### config.mk
export PLATFORM = sky130hd
export DESIGN_NAME = rssi_average_quality_bars
export DESIGN_NICKNAME = d
export VERILOG_FILES = /design/src/rtl/core/rssiq_pkg.sv /design/src/rtl/core/rssiq_ram.sv /design/src/rtl/core/rssiq_cfg.sv /design/src/rtl/core/rssiq_ctrl.sv /design/src/rtl/core/rssiq_dp.sv /design/src/rtl/core/rssi_average_quality_bars.sv
export SDC_FILE = /design/constraint.sdc
export NUM_CORES = 2
export LEC_CHECK = 0
export BUFFER_PORTS_ARGS = -buffer_cell sky130_fd_sc_hd__buf_2
export CORE_MARGIN = 8
export CORE_UTILIZATION = 64
export DETAILED_ROUTE_END_ITERATION = 8
export GPL_ROUTABILITY_DRIVEN = 0
export PLACE_DENSITY = 0.81
export SETUP_SLACK_MARGIN = 0.2
export SLEW_MARGIN = 5
export SYNTH_ARGS = -nofsm -noshare
export SYNTH_HDL_FRONTEND = slang
export SYNTH_SLANG_ARGS = --single-unit
### constraint.sdc
create_clock -name clk -period 8.5 [get_ports clk]
set_clock_uncertainty 0.15 [all_clocks]
set_input_delay 0.85 -clock clk [delete_from_list [all_inputs] [get_ports clk]]
set_output_delay 0.85 -clock clk [all_outputs]
set_load 0.03 [all_outputs]
### src/rtl/core/rssiq_pkg.sv
// shared types and constants for the rssi averager with quality bars
// no dependencies; imported by every module of the block except rssiq_ram
`default_nettype none
package rssiq_pkg;

  localparam int WINDOW_LENGTH = 150;
  localparam int SLOT_W = $clog2(WINDOW_LENGTH);
  localparam int NUM_LEVELS = 4;
  localparam int ADDR_W = 4;

  // reciprocal of the window length for the mean, exact for every |sum| the window can reach (at most 19200)
  localparam int RECIP_SHIFT = 22;
  localparam logic [14:0] RECIP = 15'((2 ** RECIP_SHIFT + WINDOW_LENGTH - 1) / WINDOW_LENGTH);
  localparam logic [6:0] QUALITY_MAX = 7'd100;

  typedef logic signed [63:0] coef_t;
  localparam coef_t POLY [7] = '{
    64'sd111371345297556,
    64'sd702050051029,
    64'sd89605154045,
    64'sd4377588081,
    64'sd87338926,
    64'sd831429,
    64'sd3022
  };

  typedef enum logic [2:0] {
    ST_IDLE,
    ST_READ,
    ST_SUM,
    ST_DIV,
    ST_MEAN,
    ST_POLY,
    ST_LOAD
  } state_t;

  typedef struct packed {
    logic       capture;
    logic       upd;
    logic       div;
    logic       mean;
    logic       step;
    logic [2:0] coef_idx;
    logic       load;
  } cmd_t;

  typedef logic signed [7:0] level_t;

endpackage
`default_nettype wire

### src/rtl/core/rssiq_ram.sv
// generic single write, single read ram with registered read data
// no dependencies
`default_nettype none
module rssiq_ram #(
  parameter int WIDTH = 8,
  parameter int DEPTH = 16
) (
  input  wire logic                     clk,
  input  wire logic                     we,
  input  wire logic [$clog2(DEPTH)-1:0] waddr,
  input  wire logic [WIDTH-1:0]         wdata,
  input  wire logic [$clog2(DEPTH)-1:0] raddr,
  output logic [WIDTH-1:0]              rdata
);

  logic [WIDTH-1:0] mem [DEPTH];

  always_ff @(posedge clk) begin
    if (we) begin
      mem[waddr] <= wdata;
    end
    rdata <= mem[raddr];
  end

endmodule
`default_nettype wire

### src/rtl/core/rssiq_cfg.sv
// apb register file holding the four bar thresholds
// depends on rssiq_pkg
`default_nettype none
module rssiq_cfg import rssiq_pkg::*; (
  input  wire logic              clk,
  input  wire logic              rst,
  input  wire logic              psel,
  input  wire logic              penable,
  input  wire logic              pwrite,
  input  wire logic [ADDR_W-1:0] paddr,
  input  wire logic [31:0]       pwdata,
  output logic [31:0]            prdata,
  output logic                   pready,
  output level_t                 levels [NUM_LEVELS]
);

  logic [1:0] idx;
  assign idx = paddr[3:2];
  assign pready = 1'b1;

  always_ff @(posedge clk) begin
    if (rst) begin
      levels[0] <= -8'sd90;
      levels[1] <= -8'sd80;
      levels[2] <= -8'sd70;
      levels[3] <= -8'sd50;
    end else if (psel && penable && pwrite) begin
      levels[idx] <= pwdata[7:0];
    end
  end

  assign prdata = {{24{levels[idx][7]}}, levels[idx]};

endmodule
`default_nettype wire

### src/rtl/core/rssiq_ctrl.sv
// sequencer for one request: window update, mean, six horner steps, output load
// depends on rssiq_pkg
`default_nettype none
module rssiq_ctrl import rssiq_pkg::*; (
  input  wire logic clk,
  input  wire logic rst,
  input  wire logic in_valid,
  output logic      in_stall,
  input  wire logic out_busy,
  output cmd_t      cmd
);

  state_t state, state_next;
  logic [2:0] step, step_next;

  always_ff @(posedge clk) begin
    if (rst) begin
      state <= ST_IDLE;
      step  <= '0;
    end else begin
      state <= state_next;
      step  <= step_next;
    end
  end

  always_comb begin
    state_next = state;
    step_next  = step;
    cmd        = '0;
    cmd.coef_idx = step;
    in_stall   = (state != ST_IDLE);
    case (state)
      ST_IDLE: begin
        if (in_valid) begin
          cmd.capture = 1'b1;
          state_next  = ST_READ;
        end
      end
      ST_READ: state_next = ST_SUM;
      ST_SUM: begin
        cmd.upd    = 1'b1;
        state_next = ST_DIV;
      end
      ST_DIV: begin
        cmd.div    = 1'b1;
        state_next = ST_MEAN;
      end
      ST_MEAN: begin
        cmd.mean   = 1'b1;
        step_next  = 3'd5;
        state_next = ST_POLY;
      end
      ST_POLY: begin
        cmd.step = 1'b1;
        if (step == 3'd0) begin
          state_next = ST_LOAD;
        end else begin
          step_next = step - 3'd1;
        end
      end
      ST_LOAD: begin
        // wait while the previous result is still held
        if (!out_busy) begin
          cmd.load   = 1'b1;
          state_next = ST_IDLE;
        end
      end
      default: state_next = ST_IDLE;
    endcase
  end

endmodule
`default_nettype wire

### src/rtl/core/rssiq_dp.sv
// datapath: sample ring, running sum, reciprocal mean, horner unit, bars
// depends on rssiq_pkg and rssiq_ram
`default_nettype none
module rssiq_dp import rssiq_pkg::*; (
  input  wire logic        clk,
  input  wire logic        rst,
  input  cmd_t             cmd,
  input  wire logic [7:0]  rssi_dbm,
  input  level_t           levels [NUM_LEVELS],
  input  wire logic        out_stall,
  output logic             out_busy,
  output logic             out_valid,
  output logic [7:0]       mean_dbm,
  output logic [6:0]       quality_percent,
  output logic [2:0]       bars_lit
);

  logic signed [7:0]  sample;
  logic signed [7:0]  prime_val;
  logic signed [15:0] sum;
  logic [SLOT_W-1:0]  slot;
  logic               primed;
  logic               first_pass;
  logic [7:0]         rdata;
  logic               ram_we;
  logic signed [7:0]  old;
  logic [14:0]        abs_sum;
  logic [29:0]        prod;
  logic               neg;
  logic [7:0]         q;
  logic signed [7:0]  mean;
  logic signed [63:0] h;
  logic signed [71:0] mh;
  logic [6:0]         quality;
  logic [2:0]         bars;

  rssiq_ram #(.WIDTH(8), .DEPTH(WINDOW_LENGTH)) u_ram (
    .clk   (clk),
    .we    (ram_we),
    .waddr (slot),
    .wdata (sample),
    .raddr (slot),
    .rdata (rdata)
  );

  assign ram_we = cmd.upd && primed;
  // slots not yet rewritten since priming still hold the priming sample
  assign old = first_pass ? prime_val : signed'(rdata);

  always_ff @(posedge clk) begin
    if (rst) begin
      sum        <= '0;
      slot       <= '0;
      primed     <= 1'b0;
      first_pass <= 1'b0;
    end else if (cmd.upd) begin
      if (!primed) begin
        primed     <= 1'b1;
        first_pass <= 1'b1;
        prime_val  <= sample;
        sum        <= 16'(16'(sample) * 16'(WINDOW_LENGTH));
        slot       <= '0;
      end else begin
        sum <= sum - 16'(old) + 16'(sample);
        if (slot == SLOT_W'(WINDOW_LENGTH - 1)) begin
          slot       <= '0;
          first_pass <= 1'b0;
        end else begin
          slot <= slot + 1'b1;
        end
      end
    end
  end

  assign abs_sum = sum[15] ? 15'(-sum) : sum[14:0];
  assign q = 8'(prod >> RECIP_SHIFT);
  assign mh = h * mean;

  always_ff @(posedge clk) begin
    if (cmd.capture) begin
      sample <= rssi_dbm;
    end
    if (cmd.div) begin
      prod <= 30'(abs_sum) * 30'(RECIP);
      neg  <= sum[15];
    end
    if (cmd.mean) begin
      mean <= neg ? -q : q;
      h    <= POLY[6];
    end
    if (cmd.step) begin
      h <= POLY[cmd.coef_idx] + mh[63:0];
    end
  end

  always_comb begin
    if (h[63]) begin
      quality = '0;
    end else if (h[62:40] > 23'(QUALITY_MAX)) begin
      quality = QUALITY_MAX;
    end else begin
      quality = h[46:40];
    end
    bars = '0;
    if (mean != 8'sd0) begin
      for (int i = 0; i < NUM_LEVELS; i++) begin
        if (mean > levels[i]) begin
          bars = bars + 3'd1;
        end
      end
    end
  end

  assign out_busy = out_valid && out_stall;

  always_ff @(posedge clk) begin
    if (rst) begin
      out_valid <= 1'b0;
    end else if (cmd.load) begin
      out_valid <= 1'b1;
    end else if (!out_stall) begin
      out_valid <= 1'b0;
    end
  end

  always_ff @(posedge clk) begin
    if (cmd.load) begin
      mean_dbm        <= mean;
      quality_percent <= quality;
      bars_lit        <= bars;
    end
  end

endmodule
`default_nettype wire

### src/rtl/core/rssi_average_quality_bars.sv
// top level of the rssi averager: sequencer, datapath and threshold registers
// depends on rssiq_pkg, rssiq_ctrl, rssiq_dp, rssiq_cfg
`default_nettype none
// Each request is taken through these steps from acceptance to a result ready
// to be taken: one ring read, the running sum update, the mean by reciprocal
// multiply in the divide and mean steps, six steps of the shared Horner
// multiplier and the output load. The input is stalled for the whole sequence,
// so a new request is taken only once the sequencer is back in idle; one result
// is held in the output register while the next request is already being worked
// on, and a stalled result holds the next one in the load step. The first sample
// after reset fills the whole window, with no clearing pass.
module rssi_average_quality_bars import rssiq_pkg::*; (
  input  wire logic              clk,
  input  wire logic              rst,
  input  wire logic              in_valid,
  output logic                   in_stall,
  input  wire logic [7:0]        rssi_dbm,
  output logic                   out_valid,
  input  wire logic              out_stall,
  output logic [7:0]             mean_dbm,
  output logic [6:0]             quality_percent,
  output logic [2:0]             bars_lit,
  input  wire logic              psel,
  input  wire logic              penable,
  input  wire logic              pwrite,
  input  wire logic [ADDR_W-1:0] paddr,
  input  wire logic [31:0]       pwdata,
  output logic [31:0]            prdata,
  output logic                   pready
);

  cmd_t   cmd;
  logic   out_busy;
  level_t levels [NUM_LEVELS];

  rssiq_cfg u_cfg (
    .clk     (clk),
    .rst     (rst),
    .psel    (psel),
    .penable (penable),
    .pwrite  (pwrite),
    .paddr   (paddr),
    .pwdata  (pwdata),
    .prdata  (prdata),
    .pready  (pready),
    .levels  (levels)
  );

  rssiq_ctrl u_ctrl (
    .clk      (clk),
    .rst      (rst),
    .in_valid (in_valid),
    .in_stall (in_stall),
    .out_busy (out_busy),
    .cmd      (cmd)
  );

  rssiq_dp u_dp (
    .clk             (clk),
    .rst             (rst),
    .cmd             (cmd),
    .rssi_dbm        (rssi_dbm),
    .levels          (levels),
    .out_stall       (out_stall),
    .out_busy        (out_busy),
    .out_valid       (out_valid),
    .mean_dbm        (mean_dbm),
    .quality_percent (quality_percent),
    .bars_lit        (bars_lit)
  );

endmodule
`default_nettype wire

# Word-level counts from Yosys, hierarchy flattened
# Memories as Yosys holds them, arrays and structs flattened. A register that Yosys moved wholly into a read port is not among the register bits.
# Index checks and enable logic that the tools add are counted.
[word_totals]
inputBits = 51
reg_bits = 202
wordCells = 121
mem_bits_ro = 512
out_inout_bits = 53
ram_bits = 1200
latch_bits = 0
memories = 2
[op_classes]
n_mul = 3
n_bitwise = 4
add_sub_neg = 10
n_mux = 44
n_lt_le_gt_ge = 8
n_reduce_logical = 16
shifts = 0
eq_ne = 13
div_mod_pow = 0
[memory_table]
columns = ["name", "depth", "width", "rd", "rd_clocked_by_memory_dff", "wr", "line_no", "source"]
rows = [
  ["u_dp.u_ram.mem", 150, 8, 1, 1, 1, "rssiq_ram.sv:16", "logic [WIDTH-1:0] mem [DEPTH];"],
  ["(name not given)", 8, 64, 1, 0, 0, "rssiq_dp.sv:92", "h <= POLY[cmd.coef_idx] + mh[63:0];"],
]
[ops]
columns = ["op", "n"]
rows = [
  ["$mux W64", 4],
  ["$add A64 B64 Y64", 1],
  ["$mul A64 B8 Y64", 1],
  ["$mux W8", 7],
  ["$bwmux W32", 1],
  ["$gt A8 B8 Y1", 4],
  ["$mul A15 B15 Y30 const B", 1],
  ["$mux W3", 10],
  ["$gt A23 B7 Y1 const B", 1],
  ["$pmux W3 S7", 1],
  ["$add A16 B8 Y16", 1],
  ["$bmux W8 S2", 1],
  ["$demux W8 S2", 1],
  ["$mux W16", 1],
  ["$sub A16 B8 Y16", 1],
  ["$mul A8 B8 Y15 const B", 1],
  ["$mux W1", 15],
  ["$mux W15", 1],
  ["$neg A15 Y15", 1],
  ["$add A3 B1 Y3 const B", 3],
  ["$eq A3 B3 Y1 const B", 3],
  ["$add A8 B1 Y8 const B", 1],
  ["$eq A8 B8 Y1 const B", 1],
  ["$ne A2 B2 Y1 const B", 4],
  ["other kinds (21)", 32],
]

# Logic depth before layout (Yosys ltp)
[logic_depth]
depth_word = 11
depth_mapped = 29
depth_no_buf = 29

# By module
# A second synthesis with hierarchy kept.
[hier_totals]
hier_cells = 5728
hier_area_um2 = 78984.5
[by_module_without_submodules]
columns = ["module", "cells_per_inst", "n_inst", "area_each_um2"]
rows = [
  ["rssiq_ram", 2378, 1, 47424.2],
  ["rssiq_dp", 3142, 1, 29495.8],
  ["rssiq_cfg", 162, 1, 1695.4],
  ["rssiq_ctrl", 46, 1, 369.1],
]

# Least setup slack after synthesis
# No wires, ideal clock.
[synth_path]
kind = "flip-flop to flip-flop"
from = "register u_dp.sum[2]"
to = "register u_dp.prod[29], data pin"
synth_period_minus_slack_ns = 6.979
arrival_ns = 6.569
setup_slack_ns = 1.521
t_required_ns = 8.090
stages_incl_launch_ff = 26
path_cell_list = "dfxtp_1 nor4_1 nand2_1 nor2_1 a31oi_1 xnor2_1 fa_1 fa_1 fa_1 inv_1 fa_1 inv_1 fa_1 inv_1 fa_1 inv_1 ha_1 a21o_1 a21oi_1 o211ai_1 a211oi_1 a221oi_1 o41ai_1 o21bai_1 a21oi_1 xnor2_1"
[synth_via]
elab_chain_cells = 3
[synth_lines]
columns = ["element", "line_no", "source"]
rows = [
  ["from (decl)", "rssiq_dp.sv:20", "logic signed [15:0] sum;"],
  ["from (signal assigned)", "rssiq_dp.sv:61", "sum <= 16'(16'(sample) * 16'(WINDOW_LENGTH));"],
  ["from (signal assigned)", "rssiq_dp.sv:64", "sum <= sum - 16'(old) + 16'(sample);"],
  ["$neg A15 Y15", "rssiq_dp.sv:75", "assign abs_sum = sum[15] ? 15'(-sum) : sum[14:0];"],
  ["$mux W15 (*)", "rssiq_dp.sv:75", ""],
  ["$mul A15 B15 Y30 (*)", "rssiq_dp.sv:84", "prod <= 30'(abs_sum) * 30'(RECIP);"],
  ["to (signal assigned)", "rssiq_dp.sv:84", ""],
  ["to (decl)", "rssiq_dp.sv:28", "logic [29:0] prod;"],
]
# Mark *: on every way between the ends. The rest lies on a longest branch, timed or not.
# A chain may end at the register's enable or synchronous reset.

# Worst setup path after layout
# Ends and elaborated chain as after synthesis.

==> results.txt <==
Status: finished, final reports clean
Vias per inst: 6.526
Total Wirelength: 197100 µm
GRT Overall Usage: 0.2948
Post-CTS Hold Buffers: 0
Cell internal pwr: 13.01 mW
Final min period: 7.694 ns
Switching share of power: 0.3155
Xor/xnor cell area share of the yosys netlist: 0.01483
Crit-path slowest cell: a221oi_1
Switching pwr: 5.995 mW
PortBufs: 76
VDD IR max: 0.2722 mV
Share of the synthesized area in the top cell type: 0.5045
Area contributors post-synth: edfxtp_1 (50%), fa_1 (13%), mux4_2 (11%)
#FFs+latches synth: 1388
Layout fillers: 7494
Clock Latency Late Sink: 0.79 ns
Final instance area: 84520 µm²
EDFF count, synth: 1315
Cells after synthesis: 5398
Rows: 128
Arrival @ worst endpoint: 8.08 ns
Hold Startpoint: rssi_dbm[5]
Ys Warns: 0
Area growth syn-to-layout: 7.986%
Ys flop type: edfxtp_1
Dpl hpwl: 121100 µm
Syn Std Cell Area: 78270 µm²
Critical path class: reg -> reg
Reg-to-reg slack, setup: 0.81 ns
Asr flop ratio synth: 0
Die H: 365.7 µm
Synth Area in Compound Gates: 0.03761
R2R cell count: 26
Static leakage: 31.04 nW
Crit path max fanout: 6
Clk slew on worst S/H paths: 0.06 ns
Global route total overflow: 0
RSZ-0062 raised after global routing: no
Proportion of synthesized area in mux cells: 0.1164
Critical Path Max Stage Delay: 0.71 ns
R2R Path Start: u_dp.sum[2]
Final Hold Fails: 0
# DRC: 0
Synth unique cells: 69
CTS Root Cell: clkbuf_16
Area leader, netlist: edfxtp_1
Combinational family with the most area after synthesis: adder cells
Critical path launch point type: register
Area share of fa/ha/maj cells after synthesis: 0.1868
Wire length per cell: 27.51 µm
Starting Density: 0.6439
Slew Viols, Final: 0
Setup Viol. Count Final: 0
CTS tree: built
Number of setup buffers added after CTS: 0
Fin crit share: 0.9052
Avg Cell Area, Syn: 14.50 µm²
CTS Buf Count: 141
Simple-gate share of the synthesized area: 0.07401
First-pass GRT wire length: 300900 µm
Io pins: 104
Core area: 121600 µm²
Worst EP required: 8.89 ns
Multi-input logic area: 33670 µm²
Clk buf depth: 3
Sequential cell area: 40970 µm²
MaxCap Viol Count: 0
Worst Hold End: u_dp.sample[5]
H-tree depth: 4
Initial antenna violation count: 13
Fmax: 130.0 MHz
Final ANT Viol Nets: 0
Sequential share of power: 0.401
Top-count cell post-synth: edfxtp_1
Largest net degree at the start of global routing: 110
Die W: 365.7 µm
Most frequent cells after synthesis: edfxtp_1 (1315), inv_1 (657), fa_1 (505), mux4_2 (387), ha_1 (360)
Seq/Total Area, Yosys: 0.5232
Class of the worst hold path: in -> reg
Tightest Pin Transition: 1.293 ns
Iter 0 DRT Violations: 5448
Clock sink count: 1388
Fin nets: 6334
PwrDens: 224.8 nW/µm²
Layout cells sized above 1: 0.1367
First-pass DRT Iterations: 9
WHS Path Cells: 1
Top cell family by delay on the critical path: adder cells
Syn Nets: 6314
Worst slew margin: 0.1347
Placed instance area: 80040 µm²
R2r endpoint: u_dp.prod[29]
Crit path capture type: register
Via count of the first global-routing pass: 48570
Combinational power share: 0.278
Via count: 46750
Setup_tns: 0 ns
Buffers & Inverters on Critical Path: 6
Die ar.: 133800 µm²
Worst path depth: 26
Clock power share: 0.321
[cell type report]
| class | instances | share of cell area |
|---|---|---|
| inverters | 659 | 0.02927 |
| diodes | 6 | 0.0001776 |
| well taps | 1625 | 0.02405 |
| clock buffers | 176 | 0.04442 |
| clock inverters | 81 | 0.008378 |
| flip-flops and latches | 1388 | 0.4847 |
| repair buffers | 139 | 0.01069 |
| multi-input cells | 3089 | 0.3984 |
[registers in the layout, indices dropped and copies added (netlist names), 7 cells and up]
| name | count |
|---|---|
| u_dp.mean | 8 |
| u_dp.mean_dbm | 8 |
| u_cfg.levels | 32 |
| u_dp.u_ram.rdata | 8 |
| u_dp.sum | 16 |
| u_dp.quality_percent | 7 |
| u_dp.prime_val | 8 |
| u_dp.prod | 8 |
| u_dp.u_ram.mem | 1200 |
| u_dp.slot | 8 |
| u_dp.h | 64 |
| u_dp.sample | 8 |
[worst reg2reg max path, delay by kind of cell (launching register included)]
family,cells,cell delay (ns)
flip-flops,1,0.36
buffers and inverters,6,0.44
adder cells (fa/ha/maj),7,3.15
AO/OA/AOI/OAI,5,1.40
AND/OR/NAND/NOR,6,1.32
XOR/XNOR,2,0.64
[power groups by stage]
stage / logic, mW / registers [mW] / clock network, mW
global placement: 5.04 / 7.75 / 0
detailed placement: 5.17 / 7.76 / 0
floorplan: 3.91 / 7.81 / 0
CTS: 5.24 / 7.61 / 6.13
global route: 5.95 / 7.61 / 6.37
finish: 5.28 / 7.61 / 6.11
[per-layer routing]
metal / wire length [µm] / vias up / part of all wire / track usage
met1: 70870 / 23770 / 0.36 / 0.3799
met3: 20410 / 652 / 0.10 / 0.07085
met4: 10750 / 10 / 0.055 / 0.1399
li1: - / 19280 / - / -
met2: 94980 / 3026 / 0.48 / 0.4762
met5: 68 / - / 0.00035 / 0
[per-stage QoR]
step                      setup slack, ns  instances  hold slack (ns)  total power [mW]  utilization
after floorplan                     1.521       5398           0.2564             11.72            -
after detailed placement           0.7026       6900           0.3394             12.92       0.6585
after CTS                          0.6294       7157          0.04781             18.98       0.6952
final                              0.8059       7163          0.08361             19.00       0.6954
after global placement             0.8336       6900           0.3286             12.79       0.6585
after global routing               0.3318       7158          0.05042             19.93       0.6953
[cell usage in the layout, fill, tap and decap left out, drive strengths merged, types with 8 or more instances in the layout]
master,count
nand2b,70
mux4,387
o211ai,13
or3,9
nor3,33
nor2,343
edfxtp,1315
dfxtp,73
nor2b,30
a21oi,137
a31oi,14
xnor2,89
buf,139
a21o,35
a211oi,27
or2,8
clkinv,68
o21a,29
o21bai,16
nor4,8
nor3b,8
xor2,41
fa,505
and3,27
nand4,34
nand3,43
clkbuf,176
o31ai,11
inv,661
mux2,13
a211o,23
nand2,336
and2,244
ha,360
mux2i,25
o21ai,93
[timing repair]
action / 4_1_cts / 5_1_grt
endpoints found under the setup margin: 0 / 1
gates resized for setup: 0 / 1
hold endpoints to repair: 0 / 0
[worst max path at each step]
stage | startpoint | slack (ns) | end
after global placement | u_dp.sum[2] | 0.83 | u_dp.prod[29]
after floorplan | u_dp.sum[2] | 1.52 | u_dp.prod[29]
after detailed placement | u_dp.sum[2] | 0.70 | u_dp.prod[29]
after CTS | u_dp.sum[2] | 0.63 | u_dp.prod[29]
final | u_dp.sum[2] | 0.81 | u_dp.prod[29]
after global routing | u_dp.sum[2] | 0.33 | u_dp.prod[29]
[cells by family after synthesis]
family,count (synthesis)
xor gates and xnor gates,131
other,1
and+or+nand+nor,1207
adders and majority gates,866
DFF,1388
muxes,425
buffers and inverters,921
AOI/OAI and AO/OA,459
Note: power is estimated with default switching activity, not from simulation.
